$ cat src/sv/jcdp_pkg.sv
// Shared constants and types of the windowed jump-cost dynamic program.
`timescale 1ns / 1ps

package jcdp_pkg;

  // Depth of the history window: the most stones that one jump may span.
  localparam int MAX_K = 16;

  // Address width of the window memory and width of the stone counter.
  localparam int AW = (MAX_K > 1) ? $clog2(MAX_K) : 1;
  localparam int CW = $clog2(MAX_K + 1);

  // Common width for comparing the jump limit register with the window depth.
  localparam int LIMIT_W = 5;
  localparam int SW = (CW > LIMIT_W) ? CW : LIMIT_W;

  localparam int HEIGHT_W = 16;
  localparam int COST_W   = 32;
  localparam int ENTRY_W  = HEIGHT_W + COST_W;

  localparam logic [COST_W-1:0]  COST_MAX         = '1;
  localparam logic [LIMIT_W-1:0] JUMP_LIMIT_RESET = LIMIT_W'(2);

  typedef enum logic [1:0] {
    ST_IDLE,
    ST_SCAN,
    ST_FINISH
  } state_t;

endpackage

$ cat src/sv/jcdp_ram.sv
// Generic single-port-write, single-port-read RAM with a registered read.
`timescale 1ns / 1ps

module jcdp_ram #(
  parameter int WIDTH = 8,
  parameter int DEPTH = 16,
  parameter int ADDR_W = (DEPTH > 1) ? $clog2(DEPTH) : 1
) (
  input  logic              clk,
  input  logic              we,
  input  logic [ADDR_W-1:0] waddr,
  input  logic [WIDTH-1:0]  wdata,
  input  logic              re,
  input  logic [ADDR_W-1:0] raddr,
  output logic [WIDTH-1:0]  rdata
);

  logic [WIDTH-1:0] mem [DEPTH];

  always_ff @(posedge clk) begin
    if (we) begin
      mem[waddr] <= wdata;
    end
    if (re) begin
      rdata <= mem[raddr];
    end
  end

endmodule

$ cat src/sv/jcdp_step_unit.sv
// Shared step unit: absolute height difference, saturating add and running minimum.
`timescale 1ns / 1ps

module jcdp_step_unit (
  input  logic [jcdp_pkg::HEIGHT_W-1:0] height,
  input  logic [jcdp_pkg::HEIGHT_W-1:0] prev_height,
  input  logic [jcdp_pkg::COST_W-1:0]   prev_cost,
  input  logic [jcdp_pkg::COST_W-1:0]   best_in,
  output logic [jcdp_pkg::COST_W-1:0]   best_out
);

  logic [jcdp_pkg::HEIGHT_W-1:0] diff;
  logic [jcdp_pkg::COST_W:0]     sum;
  logic [jcdp_pkg::COST_W-1:0]   cand;

  always_comb begin
    diff = (height >= prev_height) ? (height - prev_height) : (prev_height - height);
    sum  = {1'b0, prev_cost} + (jcdp_pkg::COST_W + 1)'(diff);
    // A carry out of the top bit means the cost has run past its range.
    cand = sum[jcdp_pkg::COST_W] ? jcdp_pkg::COST_MAX : sum[jcdp_pkg::COST_W-1:0];
    best_out = (cand < best_in) ? cand : best_in;
  end

endmodule

$ cat src/sv/windowed_jump_cost_dp.sv
// Top level of the windowed jump-cost dynamic program (frog jump with up to k stones).
`timescale 1ns / 1ps

// Channel   Direction  Beat contents
// s_*       in         tdata[15:0] height, tuser first (starts a new path)
// m_*       out        tdata[31:0] path_cost
// cfg_*     in         cfg_wr_data[4:0] jump_limit, written when cfg_wr_en is high
//
// Span is the smaller of the effective jump limit and the stones held for the path. The scan
// reads span entries from the window; once the last read is folded into the running minimum,
// the sequencer leaves the scan, writes the result in the final state and returns to idle
// before the next stone can be accepted. A stone with a span of zero goes straight from idle
// to the final state. The window memory gives one entry per cycle during the scan to the
// single shared step unit.
// Reset clears the sequencer, the stone count, the write pointer and the output valid, and
// sets the jump limit to two. The window memory is left as it is, since only entries
// written on the current path are ever read.
// The finished cost waits in the final state until the output register is free, and
// s_tready is high only while the sequencer is idle and out of reset.

module windowed_jump_cost_dp (
  input  logic        clk,
  input  logic        rst,
  // Input stream.
  input  logic        s_tvalid,
  output logic        s_tready,
  input  logic [15:0] s_tdata,   // [15:0] height
  input  logic        s_tuser,   // [0] first
  // Output stream.
  output logic        m_tvalid,
  input  logic        m_tready,
  output logic [31:0] m_tdata,   // [31:0] path_cost
  // Configuration.
  input  logic        cfg_wr_en,
  input  logic [4:0]  cfg_wr_data
);

  jcdp_pkg::state_t state, state_next;

  logic [jcdp_pkg::LIMIT_W-1:0]  jump_limit;
  logic [jcdp_pkg::CW-1:0]       seen;
  logic [jcdp_pkg::AW-1:0]       wr_ptr;
  logic [jcdp_pkg::AW-1:0]       rd_addr;
  logic [jcdp_pkg::CW-1:0]       span;
  logic [jcdp_pkg::CW-1:0]       issued;
  logic                          rd_pending;
  logic [jcdp_pkg::HEIGHT_W-1:0] height;
  logic [jcdp_pkg::COST_W-1:0]   best;

  logic                          accept;
  logic                          issue;
  logic                          out_free;
  logic                          finish;
  logic [jcdp_pkg::CW-1:0]       seen_eff;
  logic [jcdp_pkg::SW-1:0]       limit_eff;
  logic [jcdp_pkg::CW-1:0]       span_new;
  logic [jcdp_pkg::AW-1:0]       newest;
  logic [jcdp_pkg::ENTRY_W-1:0]  rdata;
  logic [jcdp_pkg::COST_W-1:0]   best_step;

  // Step back one place in the circular window, wrapping below zero.
  function automatic logic [jcdp_pkg::AW-1:0] addr_dec(input logic [jcdp_pkg::AW-1:0] a);
    if (a == '0) begin
      return jcdp_pkg::AW'(jcdp_pkg::MAX_K - 1);
    end
    return a - jcdp_pkg::AW'(1);
  endfunction

  assign accept   = s_tvalid && s_tready;
  assign out_free = !m_tvalid || m_tready;
  assign issue    = (state == jcdp_pkg::ST_SCAN) && (issued != span);
  assign finish   = (state == jcdp_pkg::ST_FINISH) && out_free;
  assign newest   = addr_dec(wr_ptr);

  // A first stone, or one with no history, sees an empty window. A limit of zero acts as
  // one, and a limit beyond the window depth is held to the depth.
  always_comb begin
    seen_eff = s_tuser ? '0 : seen;
    if (jump_limit == '0) begin
      limit_eff = jcdp_pkg::SW'(1);
    end else if (jcdp_pkg::SW'(jump_limit) > jcdp_pkg::SW'(jcdp_pkg::MAX_K)) begin
      limit_eff = jcdp_pkg::SW'(jcdp_pkg::MAX_K);
    end else begin
      limit_eff = jcdp_pkg::SW'(jump_limit);
    end
    span_new = (limit_eff < jcdp_pkg::SW'(seen_eff)) ? jcdp_pkg::CW'(limit_eff) : seen_eff;
  end

  // Sequencer: next state and the ready output.
  always_comb begin
    state_next = state;
    s_tready   = 1'b0;
    unique case (state)
      jcdp_pkg::ST_IDLE: begin
        s_tready = !rst;
        if (s_tvalid) begin
          state_next = (span_new == '0) ? jcdp_pkg::ST_FINISH : jcdp_pkg::ST_SCAN;
        end
      end
      jcdp_pkg::ST_SCAN: begin
        if ((issued == span) && !rd_pending) begin
          state_next = jcdp_pkg::ST_FINISH;
        end
      end
      jcdp_pkg::ST_FINISH: begin
        if (out_free) begin
          state_next = jcdp_pkg::ST_IDLE;
        end
      end
      default: state_next = jcdp_pkg::ST_IDLE;
    endcase
  end

  always_ff @(posedge clk) begin
    if (rst) begin
      state <= jcdp_pkg::ST_IDLE;
    end else begin
      state <= state_next;
    end
  end

  // Control registers.
  always_ff @(posedge clk) begin
    if (rst) begin
      jump_limit <= jcdp_pkg::JUMP_LIMIT_RESET;
      seen       <= '0;
      wr_ptr     <= '0;
      issued     <= '0;
      rd_pending <= 1'b0;
      m_tvalid   <= 1'b0;
    end else begin
      if (cfg_wr_en) begin
        jump_limit <= cfg_wr_data;
      end
      if (accept) begin
        seen   <= seen_eff;
        issued <= '0;
      end else if (issue) begin
        issued <= issued + jcdp_pkg::CW'(1);
      end
      rd_pending <= issue;
      if (finish) begin
        wr_ptr <= (wr_ptr == jcdp_pkg::AW'(jcdp_pkg::MAX_K - 1)) ? '0
                                                                 : wr_ptr + jcdp_pkg::AW'(1);
        if (seen != jcdp_pkg::CW'(jcdp_pkg::MAX_K)) begin
          seen <= seen + jcdp_pkg::CW'(1);
        end
      end
      if (finish) begin
        m_tvalid <= 1'b1;
      end else if (m_tready) begin
        m_tvalid <= 1'b0;
      end
    end
  end

  // Datapath registers. The running minimum starts at the top of the cost range, or at
  // zero when the window is empty so that the first stone of a path costs nothing.
  always_ff @(posedge clk) begin
    if (accept) begin
      height  <= s_tdata;
      span    <= span_new;
      rd_addr <= newest;
      best    <= (span_new == '0) ? '0 : jcdp_pkg::COST_MAX;
    end else begin
      if (issue) begin
        rd_addr <= addr_dec(rd_addr);
      end
      if (rd_pending) begin
        best <= best_step;
      end
    end
    if (finish) begin
      m_tdata <= best;
    end
  end

  // Window memory: each entry holds a height in the top bits and its cost below.
  jcdp_ram #(
    .WIDTH (jcdp_pkg::ENTRY_W),
    .DEPTH (jcdp_pkg::MAX_K)
  ) u_window (
    .clk   (clk),
    .we    (finish),
    .waddr (wr_ptr),
    .wdata ({height, best}),
    .re    (issue),
    .raddr (rd_addr),
    .rdata (rdata)
  );

  jcdp_step_unit u_step (
    .height      (height),
    .prev_height (rdata[jcdp_pkg::ENTRY_W-1:jcdp_pkg::COST_W]),
    .prev_cost   (rdata[jcdp_pkg::COST_W-1:0]),
    .best_in     (best),
    .best_out    (best_step)
  );

  // The scan never reads more entries than the span set at acceptance.
  a_issue_bound: assert property (@(posedge clk) disable iff (rst)
    (state == jcdp_pkg::ST_SCAN) |-> (issued <= span))
    else $error("window scan ran past its span");

  // The stone count never exceeds the window depth.
  a_seen_bound: assert property (@(posedge clk) disable iff (rst)
    seen <= jcdp_pkg::CW'(jcdp_pkg::MAX_K))
    else $error("stone count exceeds window depth");

  // The first stone of a path goes straight to the final state with a zero cost.
  a_first_zero: assert property (@(posedge clk) disable iff (rst)
    (accept && s_tuser) |=> ((state == jcdp_pkg::ST_FINISH) && (best == '0)))
    else $error("first stone of a path did not cost zero");

  // The result register takes the finished cost at the edge that writes the window entry.
  a_load_after_write: assert property (@(posedge clk) disable iff (rst)
    finish |=> (m_tvalid && (m_tdata == $past(best))))
    else $error("result register missed the finished cost");

  // No read is outstanding when the sequencer leaves the scan.
  a_scan_drained: assert property (@(posedge clk) disable iff (rst)
    ((state == jcdp_pkg::ST_SCAN) && (state_next == jcdp_pkg::ST_FINISH)) |-> !rd_pending)
    else $error("scan ended with a read in flight");

endmodule

$ cat config.mk
export PLATFORM = sky130hd
export DESIGN_NAME = windowed_jump_cost_dp
export DESIGN_NICKNAME = d
export VERILOG_FILES = /design/src/sv/jcdp_pkg.sv /design/src/sv/jcdp_ram.sv /design/src/sv/jcdp_step_unit.sv /design/src/sv/windowed_jump_cost_dp.sv
export SDC_FILE = /design/constraint.sdc
export NUM_CORES = 1
export LEC_CHECK = 0
export BUFFER_PORTS_ARGS = -buffer_cell sky130_fd_sc_hd__clkbuf_2
export CAP_MARGIN = 20
export CORE_MARGIN = 5
export CORE_UTILIZATION = 35
export CTS_CLUSTER_SIZE = 28
export DETAILED_ROUTE_END_ITERATION = 7
export SYNTH_ARGS = -nofsm -noshare
export SYNTH_HDL_FRONTEND = slang
export SYNTH_SLANG_ARGS = --single-unit
$ cat constraint.sdc
create_clock -name clk -period 28 [get_ports clk]
set_input_delay 1.4 -clock clk [delete_from_list [all_inputs] [get_ports clk]]
set_output_delay 1.4 -clock clk [all_outputs]
set_load 0.02 [all_outputs]
* Word level (Yosys, flattened, before mapping)
Memory sizes are Yosys's and may differ from the RTL's. A register that Yosys moved wholly into a read port is not among the register bits.
Cells that the tools add are included.
** Storage, ports and cells
- RAM bits :: 768
- Memories kept :: 1
- Input port bits :: 27
- Flip-flop bits (word level) :: 112
** Operators by class
- Order comparisons :: 4
- Reduce and logical (&&, ||, !) cells :: 20
- Add/subtract/negate cells :: 8
- Multiplexer cells :: 34
- Equal/unequal tests :: 9
** Memories
- u_window.mem :: depth 16, bits a word 48, rd ports 1, clocked after memory_dff 1, wr ports 1, line jcdp_ram.sv:18 : logic [WIDTH-1:0] mem [DEPTH];
** Operator list (number)
- $mux 32 :: 5
- $mux 5 :: 7
- $add 32x16->33 :: 1
- $lt 32x32->1 :: 1
- $sub 16x16->16 :: 2
- $mux 4 :: 7
- $ge 16x16->1 :: 1
- $mux 16 :: 1
- $add 5x1->5 const B :: 2
- $logic_not 5->1 :: 2
- $mux 1 :: 9
- $logic_not 4->1 :: 2
- $mux 2 :: 4
- $reduce_bool 2->1 :: 4
- $sub 4x1->4 const B :: 2
- $pmux 2 s3 :: 1
- $eq 5x5->1 :: 1
- $gt 5x5->1 const B :: 1
- $lt 5x5->1 :: 1
- $ne 5x5->1 :: 1
- $ne 5x5->1 const B :: 1
- $add 4x1->4 const B :: 1
- $eq 4x4->1 const B :: 1
- $logic_and 1x1->1 :: 4
- other kinds (10) :: 13

* Depth between registers and ports, before layout
Gate-level depths: netlist of the first run.
- Depth in word-level cells :: 9
- Mapped depth :: 32
- Depth with buffers taken out :: 29

* Hierarchy
From an unflattened synthesis of the first run, not the netlist that was laid out.
** Second synthesis, totals
- Cells, all modules :: 2124
- Area total of the unflattened synthesis :: 38844.8 µm²
** By module, submodules not included
- jcdp_ram :: area an instance 30175.2 µm², cells each 1242, times used 1, seq. area each 24503.5 µm²
- windowed_jump_cost_dp :: area an instance 4543.1 µm², cells each 316, times used 1, seq. area each 3133.0 µm²
- jcdp_step_unit :: area an instance 4126.5 µm², cells each 566, times used 1, seq. area each 0.0 µm²

* Worst setup path before layout of the first run
Ideal clock, no wire load.
- Kind :: register to register
- Start point :: reg height[0] (netlist bit)
- End point :: reg best[0] (netlist bit) (enable)
- Period minus slack after synthesis :: 9238 ps
- Stages on the path, launching flop included :: 32
- Arrival :: 8737 ps
- Slack :: 18762 ps
- Library setup time :: 501 ps
- Data required time :: 27499 ps
- Cell sequence :: edfxtp_1 inv_1 ha_1 inv_1 fa_1 nand3_1 nand3_1 a22o_1 o21ai_4 buf_6 buf_2 mux2i_1 xnor2_1 ha_1 nor2b_1 o31a_1 o311ai_2 o21ai_1 and3_1 o21ai_1 buf_2 buf_4 nand2_1 ha_1 a21o_1 a21o_1 a21o_1 a21oi_1 nor2_1 a2111oi_0 nor3_1 nor4_1
** Between the ends
- Word-level cells in the longest chain between the ends :: 7
** Ends and longest elaborated chain
- start, declared :: line windowed_jump_cost_dp.sv:47 : logic [jcdp_pkg::HEIGHT_W-1:0] height;
- start signal, assigned :: line windowed_jump_cost_dp.sv:161 : height <= s_tdata;
- $sub 16x16->16 / $ge 16x16->1 (equally long branches) :: line jcdp_step_unit.sv:17 : diff = (height >= prev_height) ? (height - prev_height) : (prev_height - height);
- $mux 16 (*) :: line jcdp_step_unit.sv:17
- $add 32x16->33 (*) :: line jcdp_step_unit.sv:18 : sum = {1'b0, prev_cost} + (jcdp_pkg::COST_W + 1)'(diff);
- $mux 32 (*) :: line jcdp_step_unit.sv:20 : cand = sum[jcdp_pkg::COST_W] ? jcdp_pkg::COST_MAX : sum[jcdp_pkg::COST_W-1:0];
- $lt 32x32->1 (*) :: line jcdp_step_unit.sv:21 : best_out = (cand < best_in) ? cand : best_in;
- $reduce_bool 2->1 (no line) (*)
- $reduce_and 2->1 (no line) (*)
- end signal, assigned :: line windowed_jump_cost_dp.sv:164 : best <= (span_new == '0) ? '0 : jcdp_pkg::COST_MAX;
- end signal, assigned :: line windowed_jump_cost_dp.sv:170 : best <= best_step;
- end, declared :: line windowed_jump_cost_dp.sv:48 : logic [jcdp_pkg::COST_W-1:0] best;
Every way passes the cells marked *; elsewhere a longest branch is shown, timed or not.
A chain may end at the register's enable or synchronous reset.

* Worst setup path after layout of the first run
- Start point :: reg height[13] (netlist bit)
- End point :: reg best[4] (netlist bit) (enable)
The elaborated chain is that of the path after synthesis.

==> metrics.md, run 1 <==
| Metric | Value |
|---|---|
| DR WL/cell | `23.8 um` |
| Setup bufs post-CTS | `0` |
| Largest net degree at the start of global routing | `128` |
| Reg area | `27600 um2` |
| Clock tree sinks | `roughly 930` |
| PwrDens | `115 nW/um2` |
| Number of global-route vias before repair | `21800` |
| Register-to-Register Setup Slack | `19870 ps` |
| Port bufs | `60` |
| Adder-Cell Fraction of Synth Area | `3.12%` |
| Yosys cell types | `70` |
| Top_reg_cell synth | `edfxtp_1` |
| Crit Reg-Reg Endpoint | `best[4]` |
| Max transition margin | `23.8%` |
| Worst EP required | `approximately 28000 ps` |
| Hold Path End | `jump_limit[0]` |
| Layout Nets | `2567` |
| Most frequent cells in the layout | `edfxtp_1 (905), mux2i_1 (160), a21oi_1 (126)` |
| Max-slew violations | `0` |
| RSZ-0062 raised after global routing | `false` |
| Measured slew at the worst slew-check pin | `1140 ps` |
| Run status | `completed` |
| Main combinational cell family by area after synthesis | `multiplexers` |
| Setup WS pre-CTS | `19330 ps` |
| Fillers | `9925` |
| Synth Register Bits | `about 930` |
| P&R area growth vs syn | `13.6%` |
| Die W | `343 um` |
| DIE AREA | `~120000 um2` |
| VDD IR max | `roughly 82 uV` |
| Final worst setup slack | `a little under 20000 ps` |
| Cell Area, Placed | `41000 um2` |
| Tot GR Track Use | `16.0%` |
| Total number of vias | `21300` |
| Syn nets | `2475` |
| Share of layout cells above drive strength 1 | `17.1%` |
| CP Capture Type | `flop` |
| Mean Syn Cell Area | `16.5 um2` |
| Crit path max fanout | `32` |
| Mux contribution to synthesized area | `11.3%` |
| Routed wire length | `95200 um` |
| Clock tree buffer depth | `3` |
| Hold depth | `2` |
| Post-Syn Area | `38900 um2` |
| Fin crit period | `between 8000 and 9000 ps` |
| Warning count from the yosys run | `0` |
| Post-synthesis simple-gate area fraction | `3.91%` |
| Worst R2R Start | `height[13]` |
| Worst Hold Class | `reg -> reg` |
| Setup crit start kind | `flop` |
| Num CTS Buffers | `between 90 and 100` |
| Setup TNS after final layout | `0 ps` |
| Post-route ant nets | `0` |
| Grt ovf | `0` |
| Synthesized instance count | `about 2400` |
| Residual DRC | `0` |
| Period utilization | `~29%` |
| Sequential area share after synthesis | `71.1%` |
| Synth Area in Compound Gates | `7.35%` |
| CP Data Arrival Time | `8430 ps` |
| R2R cell count | `28` |
| Clk root buf | `clkbuf_16` |
| Die Ht | `between 300 and 400 um` |
| Initial antenna violation count | `2` |
| Final setup violation count | `0` |
| ANT cells | `0` |
| Post-Layout Inst Area | `about 44000 um2` |
| Metal-1 WL | `42100 um` |
| Hold Fails Final Rpt | `0` |
| Multi-input gate area | `~11000 um2` |
| DRT iter0 DRCs | `1776` |
| Core area | `111000 um2` |
| Post-synth EDFFs | `905` |
| Xor/xnor share of the synthesized area | `1.19%` |
| H-Tree Depth | `3` |
| Drt pass-1 iters | `5` |
| Global-route wire length before repair | `~140000 um` |
| Asr flop ratio synth | `0%` |
| Detail Route met3 WL | `4910 um` |
| Max layer used | `met4` |
| Routed wl met2 | `46500 um` |
| Max-cap viol count | `0` |
| HP Start | `jump_limit[0]` |
| Gp weighted congestion | `0.880` |
| Crit-path slowest cell | `edfxtp_1` |
| Crit-path max cell delay | `670 ps` |
| PostCTS Resize Cnt | `0` |
| Standard-cell rows | `122` |
| Fmax | `123 MHz` |
| Critical path type | `reg -> reg` |
| Clock slew at reported path FFs | `60 ps` |
| Starting Density | `35.2%` |
| Via-to-Cell Ratio | `5.32` |
| Hpwl dp | `55000 um` |
| Commonest non-fill, non-tap cell in the layout | `edfxtp_1` |
| Setup Skew | `28.9 ps` |
| CTS Hold Bufs | `0` |
| Clock Latency Late Sink | `670 ps` |
| CTS tree | `yes` |
| Number of I/O pins | `61` |
| Leak Pwr | `15.1 nW` |
final cells by class:
type	count	area share (%)
clock inverter	55	1.20
tap	1488	4.22
clock buffer	117	5.65
timing repair buffer	104	1.61
inverter	87	0.740
multi-input combinational	1230	24.0
sequential	928	62.6
cells in the mapped netlist, drive strengths merged (29+ instances only):
cell type | n | area share [%]
a21o | 29 | 0.56
a21oi | 131 | 1.7
a221oi | 48 | 1.1
a22oi | 52 | 1.0
buf | 40 | 0.54
clkbuf | 68 | 0.66
edfxtp | 905 | 70
ha | 92 | 3.0
inv | 87 | 0.84
mux2 | 54 | 1.6
mux2i | 160 | 4.1
mux4 | 96 | 5.6
nand2 | 69 | 0.68
nor2 | 132 | 1.3
o21ai | 125 | 1.6
xnor2 | 32 | 0.72
state kept, by name, summed over array words and instances, names as in the netlist:
signal	count
span	5
m_tvalid	1
m_tdata	32
height	16
seen	5
rd_pending	1
wr_ptr	4
best	32
issued	5
state	2
u_window.mem	768
rd_addr	4
u_window.rdata	48
jump_limit	5
worst max-delay path, delay by kind of cell (launching register included):
| kind | cells | cell delay (ps) |
|---|---|---|
| flops | 1 | 670 |
| simple gates | 7 | 1170 |
| xor+xnor | 1 | 300 |
| mux | 1 | 430 |
| compound gates | 12 | 3180 |
| fa+ha+maj | 3 | 1060 |
| buf+inv | 4 | 950 |
how the worst max path moves through the flow:
stage                     cells after the start       to       start  slack (ps)
after floorplan                              31  best[0]   height[0]       18760
after detailed placement                     29  best[1]   height[0]       19330
final                                        28  best[4]  height[13]       19870
after CTS                                    29  best[4]   height[0]       19320
after global routing                         30  best[4]   height[0]       19260
after global placement                       29  best[1]   height[0]       19630
through the flow:
stage                     hold WS [ps]  std cells  power, mW  utilization, %
after global placement             498       3833       3.83            37.1
after CTS                          522       4006       5.11            39.9
after global routing               561       4009       5.37            39.9
after detailed placement           507       3834       3.87            37.1
after floorplan                    455       2353       3.27               -
final                              521       4009       5.08            39.9
power breakdown:
part           switching [mW]  internal, mW
sequential              0.168          1.80
combinational            1.15         0.730
clock                   0.525         0.702
total                    1.84          3.23
layer usage:
layer | track usage [%] | up-vias
li1 | - | 9442
met1 | 22.3 | 11100
met2 | 26.6 | 656
met3 | 2.51 | 128
met4 | 3.64 | 0
met5 | 0 | -
kinds of logic (layout without fill, tap and decap cells):
family | count (synthesis) | in the layout
DFF | 928 | 928
AOI/OAI and AO/OA | 449 | 449
and+or+nand+nor | 323 | 323
muxes | 310 | 310
buffers and inverters | 195 | 363
adders and majority gates | 95 | 95
xor gates and xnor gates | 53 | 53
No activity file was read; power rests on OpenSTA's default activity.
==> inputs of run 2 (changes only) <==
==> constraint.sdc (replaced) <==
create_clock -name clk -period 7.7 [get_ports clk]
set_input_delay 0.385 -clock clk [delete_from_list [all_inputs] [get_ports clk]]
set_output_delay 0.385 -clock clk [all_outputs]
set_load 0.02 [all_outputs]
==> run 2 against run 1 <==
  * Critical path depth unchanged
  * Cell area rose by 1.2%
  * Hold slack lost 420 ps
  * First-iteration DRC count increased by 16%
  * Worst setup slack lost 19000 ps
  * Utilization is 0.46 points higher
  * Die area unchanged
  * Critical endpoint is now best[23]
==> metrics.md, run 2 (synthesis results as in run 1) <==
| Metric | Value |
|---|---|
| Run status | `completed (unchanged)` |
| Num CTS Buffers | `93 (was 94)` |
| Final worst setup slack | `410 ps (was 19870 ps)` |
| H-Tree Depth | `3 (unchanged)` |
| Drt pass-1 iters | `5 (unchanged)` |
| Number of I/O pins | `61 (unchanged)` |
| Core area | `111000 um2 (unchanged)` |
| Total number of vias | `21500 (was 21300)` |
| Grt ovf | `0 (unchanged)` |
| Largest Register | `u_window.mem (unchanged)` |
| Critical path type | `reg -> reg (unchanged)` |
| Period utilization | `94.7% (was 29.0%)` |
| Setup Skew | `30.3 ps (was 28.9 ps)` |
| Post-route insts no fill | `4057 (was 4009)` |
| Global-route wire length before repair | `140000 um (was 141000 um)` |
| Clock Latency Late Sink | `660 ps (was 670 ps)` |
| Clk root buf | `clkbuf_16 (unchanged)` |
| Max-cap viol count | `0 (unchanged)` |
| Largest registers | `u_window.mem: 768 flops, u_window.rdata: 48 flops (unchanged)` |
| DIE AREA | `118000 um2 (unchanged)` |
| Net Sw Frac | `35.8% (was 36.3%)` |
| Worst Hold Class | `in -> reg (was reg -> reg)` |
| Standard-cell rows | `122 (unchanged)` |
| Clock tree buffer depth | `3 (unchanged)` |
| Initial antenna violation count | `1 (was 2)` |
| Crit path max fanout | `17 (was 32)` |
| Max transition margin | `19.6% (was 23.8%)` |
| Cell Area, Placed | `41300 um2 (was 41000 um2)` |
| RSZ-0062 raised after global routing | `false (unchanged)` |
| PostCTS Resize Cnt | `0 (unchanged)` |
| Setup WS pre-CTS | `-47.3 ps (was 19330 ps)` |
| Port bufs | `60 (unchanged)` |
| PwrDens | `415 nW/um2 (was 115 nW/um2)` |
| Hpwl dp | `53000 um (was 55000 um)` |
| Final setup violation count | `0 (unchanged)` |
| DRT iter0 DRCs | `2064 (was 1776)` |
| Setup crit start kind | `flop (unchanged)` |
| Most frequent cells in the layout | `edfxtp_1 (905), mux2i_1 (160), a21oi_1 (126) (unchanged)` |
| Largest register FFs | `768 (unchanged)` |
| Tot GR Track Use | `15.7% (was 16.0%)` |
| Fmax | `137 MHz (was 123 MHz)` |
| Starting Density | `35.2% (unchanged)` |
| Hold Fails Final Rpt | `0 (unchanged)` |
| Total power | `18.5 mW (was 5.08 mW)` |
| CTS tree | `yes (unchanged)` |
| R2R cell count | `28 (unchanged)` |
| VDD IR max | `405 uV (was 81.7 uV)` |
| P&R area growth vs syn | `14.9% (was 13.6%)` |
| Worst EP required | `8090 ps (was 28300 ps)` |
| Gate power share | `37.5% (was 37.0%)` |
| DR WL/cell | `23.2 um (was 23.8 um)` |
| Residual DRC | `0 (unchanged)` |
| Leak Pwr | `15.3 nW (was 15.1 nW)` |
| Post-route ant nets | `0 (unchanged)` |
| Largest net degree at the start of global routing | `137 (was 128)` |
| Sequential share of power | `38.3% (was 38.8%)` |
| Crit-path max cell delay | `590 ps (was 670 ps)` |
| Clock tree sinks | `928 (unchanged)` |
| Gp weighted congestion | `0.867 (was 0.880)` |
| CP Capture Type | `flop (unchanged)` |
| Die W | `343 um (unchanged)` |
| Int Power | `11.9 mW (was 3.23 mW)` |
| Share of layout cells above drive strength 1 | `18.0% (was 17.1%)` |
| Fin crit period | `7290 ps (was 8130 ps)` |
| Routed wire length | `94200 um (was 95200 um)` |
| Layout Nets | `2617 (was 2567)` |
| Dpl cells | `3858 (was 3834)` |
| Max-slew violations | `0 (unchanged)` |
| Fillers | `9955 (was 9925)` |
| Crit-path slowest cell | `or4_1 (was edfxtp_1)` |
| Number of global-route vias before repair | `21900 (was 21800)` |
| Die Ht | `343 um (unchanged)` |
| Via-to-Cell Ratio | `5.29 (was 5.32)` |
| Switching power | `6.64 mW (was 1.84 mW)` |
| Clock slew at reported path FFs | `60 ps (about the same)` |
| Post-Layout Inst Area | `44600 um2 (was 44100 um2)` |
| CP Data Arrival Time | `7680 ps (was 8430 ps)` |
| Clock share of power | `24.2% (about the same)` |
| Setup TNS after final layout | `0 ps (unchanged)` |
| Measured slew at the worst slew-check pin | `1210 ps (was 1140 ps)` |
| Hold depth | `2 (unchanged)` |
| Commonest non-fill, non-tap cell in the layout | `edfxtp_1 (unchanged)` |
==> run 2: changes by cell type in the layout (fill, tap and decap cells not counted), sizes merged <==
cell,before,now
buf,44,74
dlygate4sd3,0,21
clkbuf,177,170
clkinv,37,43
inv,95,89
bufinv,7,10
diode,0,1
==> run 2: timing repair <==
item	4_1_cts	5_1_grt
endpoints found under the hold margin	21	0
hold buffers	21	0
setup buffers	1	8
setup endpoints to repair	16	32
cloned	0	0
pin swaps	1	1
==> run 2: final timing paths <==
check	startpoint	end	slack [ps]
setup / recovery	height[0]	best[23]	410
hold / removal	cfg_wr_en	jump_limit[1]	100
setup reg to reg	height[0]	best[23]	410
hold reg to reg	jump_limit[0]	jump_limit[0]	520
==> run 2: power groups by stage <==
stage	Sequential, mW	Clock [mW]	Combinational, mW
finish	7.10	4.49	6.94
detailed placement	7.23	0	6.86
CTS	7.13	4.58	6.93
floorplan	7.02	0	4.87
global placement	7.20	0	6.75
global route	7.19	4.80	7.65
==> run 2: per-stage QoR <==
| stage | hold slack, ps | util [%] |
|---|---|---|
| final | 99.9 | 40.4 |
| after global routing | 86.7 | 40.4 |
| after CTS | 50.3 | 40.3 |
| after detailed placement | 513 | 37.4 |
| after global placement | 479 | 37.3 |
| after floorplan | 455 | - |
==> run 2: worst max-delay path: cells and delay by family, from the launching register on <==
family,cells,cell delay [ps]
compound gates,11,2360
xor+xnor,1,330
fa+ha+maj,4,1270
buf+inv,4,590
flops,1,340
mux,2,500
simple gates,6,1620
==> run 2: area by class of cell <==
| cell class | instances | area, um2 | area share (%) |
|---|---|---|---|
| sequential | 928 | 27600 | 61.9 |
| multi-input combinational | 1230 | 10600 | 23.7 |
| clock buffer | 110 | 2420 | 5.43 |
| tap | 1488 | 1860 | 4.17 |
| timing repair buffer | 155 | 1190 | 2.67 |
| clock inverter | 58 | 614 | 1.38 |
| inverter | 87 | 327 | 0.732 |
| antenna | 1 | 2.50 | 0.00561 |
==> run 2: metal layers <==
metal / track usage [%] / share of wire, %
met5: 0 / 0.0074
met4: 4.13 / 2.4
met3: 2.49 / 5.7
met2: 25.2 / 47
met1: 22.4 / 45
==> inputs of run 3 (changes only) <==
--- a/config.mk
+++ b/config.mk
@@ -11,6 +11,7 @@
 export CORE_UTILIZATION = 35
 export CTS_CLUSTER_SIZE = 28
 export DETAILED_ROUTE_END_ITERATION = 7
+export GPL_TIMING_DRIVEN = 0
 export SYNTH_ARGS = -nofsm -noshare
 export SYNTH_HDL_FRONTEND = slang
 export SYNTH_SLANG_ARGS = --single-unit
==> run 3 against run 2 <==
  * Clock skew grew 15 ps
  * Maximum frequency shrank 2.0%
  * Utilization grew 0.89 points
  * Hold slack gained 47 ps
  * Largest cell class unchanged
  * Sequential share of layout area shrank 1.3 points
  * Power grew 3.5%
  * Worst setup slack lost 150 ps
==> metrics.md, run 3 (synthesis results as in run 1) <==
| Metric | Value |
|---|---|
| Leak Pwr | `15.7 nW (was 15.3 nW)` |
| Share of layout cells above drive strength 1 | `18.9% (was 18.0%)` |
| Die Ht | `343 um (unchanged)` |
| Sequential share of power | `36.9% (was 38.3%)` |
| Largest register FFs | `768 (unchanged)` |
| Clock share of power | `23.8% (was 24.2%)` |
| DRT iter0 DRCs | `1722 (was 2064)` |
| Port bufs | `59 (was 60)` |
| Fmax | `134 MHz (was 137 MHz)` |
| Worst Hold Class | `in -> reg (unchanged)` |
| Hold depth | `4 (was 2)` |
| Switching power | `7.10 mW (was 6.64 mW)` |
| Clock slew at reported path FFs | `60 ps (about the same)` |
| Final setup violation count | `0 (unchanged)` |
| Clock tree buffer depth | `3 (unchanged)` |
| Worst EP required | `8110 ps (was 8090 ps)` |
| Max-slew violations | `0 (unchanged)` |
| Critical path type | `reg -> reg (unchanged)` |
| Die W | `343 um (unchanged)` |
| Largest registers | `u_window.mem: 768 flops, u_window.rdata: 48 flops (unchanged)` |
| Grt ovf | `0 (unchanged)` |
| Post-route ant nets | `0 (unchanged)` |
| Number of global-route vias before repair | `22600 (was 21900)` |
| Commonest non-fill, non-tap cell in the layout | `edfxtp_1 (unchanged)` |
| Post-route insts no fill | `4180 (was 4057)` |
| Standard-cell rows | `122 (unchanged)` |
| Net Sw Frac | `37.0% (was 35.8%)` |
| Max transition margin | `27.9% (was 19.6%)` |
| Starting Density | `35.2% (unchanged)` |
| Fin crit period | `7440 ps (was 7290 ps)` |
| Max-cap viol count | `0 (unchanged)` |
| Layout Nets | `2733 (was 2617)` |
| Most Frequent Cell on Critical Path | `buf_4` |
| Dpl cells | `3950 (was 3858)` |
| Tot GR Track Use | `16.4% (was 15.7%)` |
| Clock Latency Late Sink | `670 ps (was 660 ps)` |
| Setup Skew | `45.3 ps (was 30.3 ps)` |
| Most frequent cells in the layout | `edfxtp_1 (905), mux2i_1 (159), a21oi_1 (125) (was edfxtp_1 (905), mux2i_1 (160), a21oi_1 (126))` |
| Routed wire length | `98100 um (was 94200 um)` |
| Number of I/O pins | `61 (unchanged)` |
| DR WL/cell | `23.5 um (was 23.2 um)` |
| VDD IR max | `355 uV (was 405 uV)` |
| Setup WS pre-CTS | `-1070 ps (was -47.3 ps)` |
| Setup crit start kind | `flop (unchanged)` |
| H-Tree Depth | `3 (unchanged)` |
| Initial antenna violation count | `2 (was 1)` |
| DIE AREA | `118000 um2 (unchanged)` |
| CTS tree | `yes (unchanged)` |
| Crit-path max cell delay | `580 ps (was 590 ps)` |
| Final worst setup slack | `261 ps (was 410 ps)` |
| CP Capture Type | `flop (unchanged)` |
| Total number of vias | `21900 (was 21500)` |
| Hold Fails Final Rpt | `0 (unchanged)` |
| P&R area growth vs syn | `17.4% (was 14.9%)` |
| PwrDens | `420 nW/um2 (was 415 nW/um2)` |
| Drt pass-1 iters | `5 (unchanged)` |
| Int Power | `12.1 mW (was 11.9 mW)` |
| Run status | `completed (unchanged)` |
| Largest Register | `u_window.mem (unchanged)` |
| R2R cell count | `32 (was 28)` |
| Via-to-Cell Ratio | `5.25 (was 5.29)` |
| Crit-path slowest cell | `or4_4 (was or4_1)` |
| Clk root buf | `clkbuf_16 (unchanged)` |
| Gp weighted congestion | `0.865 (was 0.867)` |
| Crit path max fanout | `10 (was 17)` |
| Global-route wire length before repair | `144000 um (was 140000 um)` |
| Clock tree sinks | `928 (unchanged)` |
| Largest net degree at the start of global routing | `50 (was 137)` |
| CP Data Arrival Time | `7850 ps (was 7680 ps)` |
| Gate power share | `39.3% (was 37.5%)` |
| Core area | `111000 um2 (unchanged)` |
| Num CTS Buffers | `97 (was 93)` |
| Measured slew at the worst slew-check pin | `1080 ps (was 1210 ps)` |
| Period utilization | `96.6% (was 94.7%)` |
| Residual DRC | `0 (unchanged)` |
| Hpwl dp | `67700 um (was 53000 um)` |
## run 3: changes by cell type in the layout (fill, tap and decap cells not counted), moves of 4 or more
cell | before | now
clkinv_2 | 21 | 17
buf_2 | 0 | 25
clkbuf_16 | 94 | 98
buf_6 | 0 | 25
buf_12 | 8 | 20
buf_1 | 0 | 9
clkbuf_1 | 15 | 86
buf_4 | 64 | 31
buf_8 | 1 | 6
clkinv_1 | 15 | 20
## run 3: stage by stage
stage | utilization, % | instance area [um2] | total power, mW | setup TNS, ps | hold WS, ps
2_1_floorplan | - | 38900 | 11.9 | 0 | 455
3_3_place_gp | 37.1 | 41000 | 14.2 | -966910 | 484
3_5_place_dp | 37.9 | 41900 | 14.4 | -32180 | 504
4_1_cts | 41.2 | 45500 | 19.1 | 0 | 97.5
5_1_grt | 41.3 | 45600 | 20.3 | -192 | 173
6_report | 41.3 | 45600 | 19.2 | 0 | 147
## run 3: final timing paths
check	from	end	slack, ps
setup / recovery	height[0]	best[30]	260
hold / removal	rst	state[0]	150
setup reg to reg	height[0]	best[30]	260
hold reg to reg	seen[3]	seen[3]	520
## run 3: power by group through the flow
stage	logic, mW	registers, mW	clock network (mW)
3_3_place_gp	6.98	7.23	0
5_1_grt	8.22	7.16	4.88
6_report	7.54	7.08	4.56
3_5_place_dp	7.16	7.22	0
4_1_cts	7.39	7.10	4.66
2_1_floorplan	4.87	7.02	0
## run 3: timing repair
item                                    4_1_cts  5_1_grt
endpoints found under the setup margin       32       32
setup buffers                                23        5
endpoints found under the hold margin        22        0
hold buffers                                 22        0
resized for setup                            14       12
pin swaps                                     4        5
## run 3: layer usage
layer | GRT usage (%) | wire length (um) | vias to the layer above
met2 | 27.5 | 47400 | 654
met3 | 2.69 | 5350 | 166
li1 | - | - | 9785
met1 | 22.0 | 42400 | 11300
met5 | 0.613 | 103 | -
met4 | 5.21 | 2910 | 2
## run 3: area by class of cell
type	instances	area, um2
antenna	1	2.50
inverter	87	327
multi-input combinational	1230	10700
fill	9996	64900
tap	1488	1860
clock inverter	59	563
buffer	106	473
sequential	928	27600
timing repair buffer	161	1550
clock buffer	120	2530
## run 3: critical path, delay by kind of cell, from the launching register on
family                     cells  cell delay [ps]
and+or+nand+nor               10             2130
DFF                            1              480
AOI/OAI and AO/OA              7             1550
buffers and inverters          9             1200
muxes                          1              350
adders and majority gates      4             1240
xor gates and xnor gates       1              190
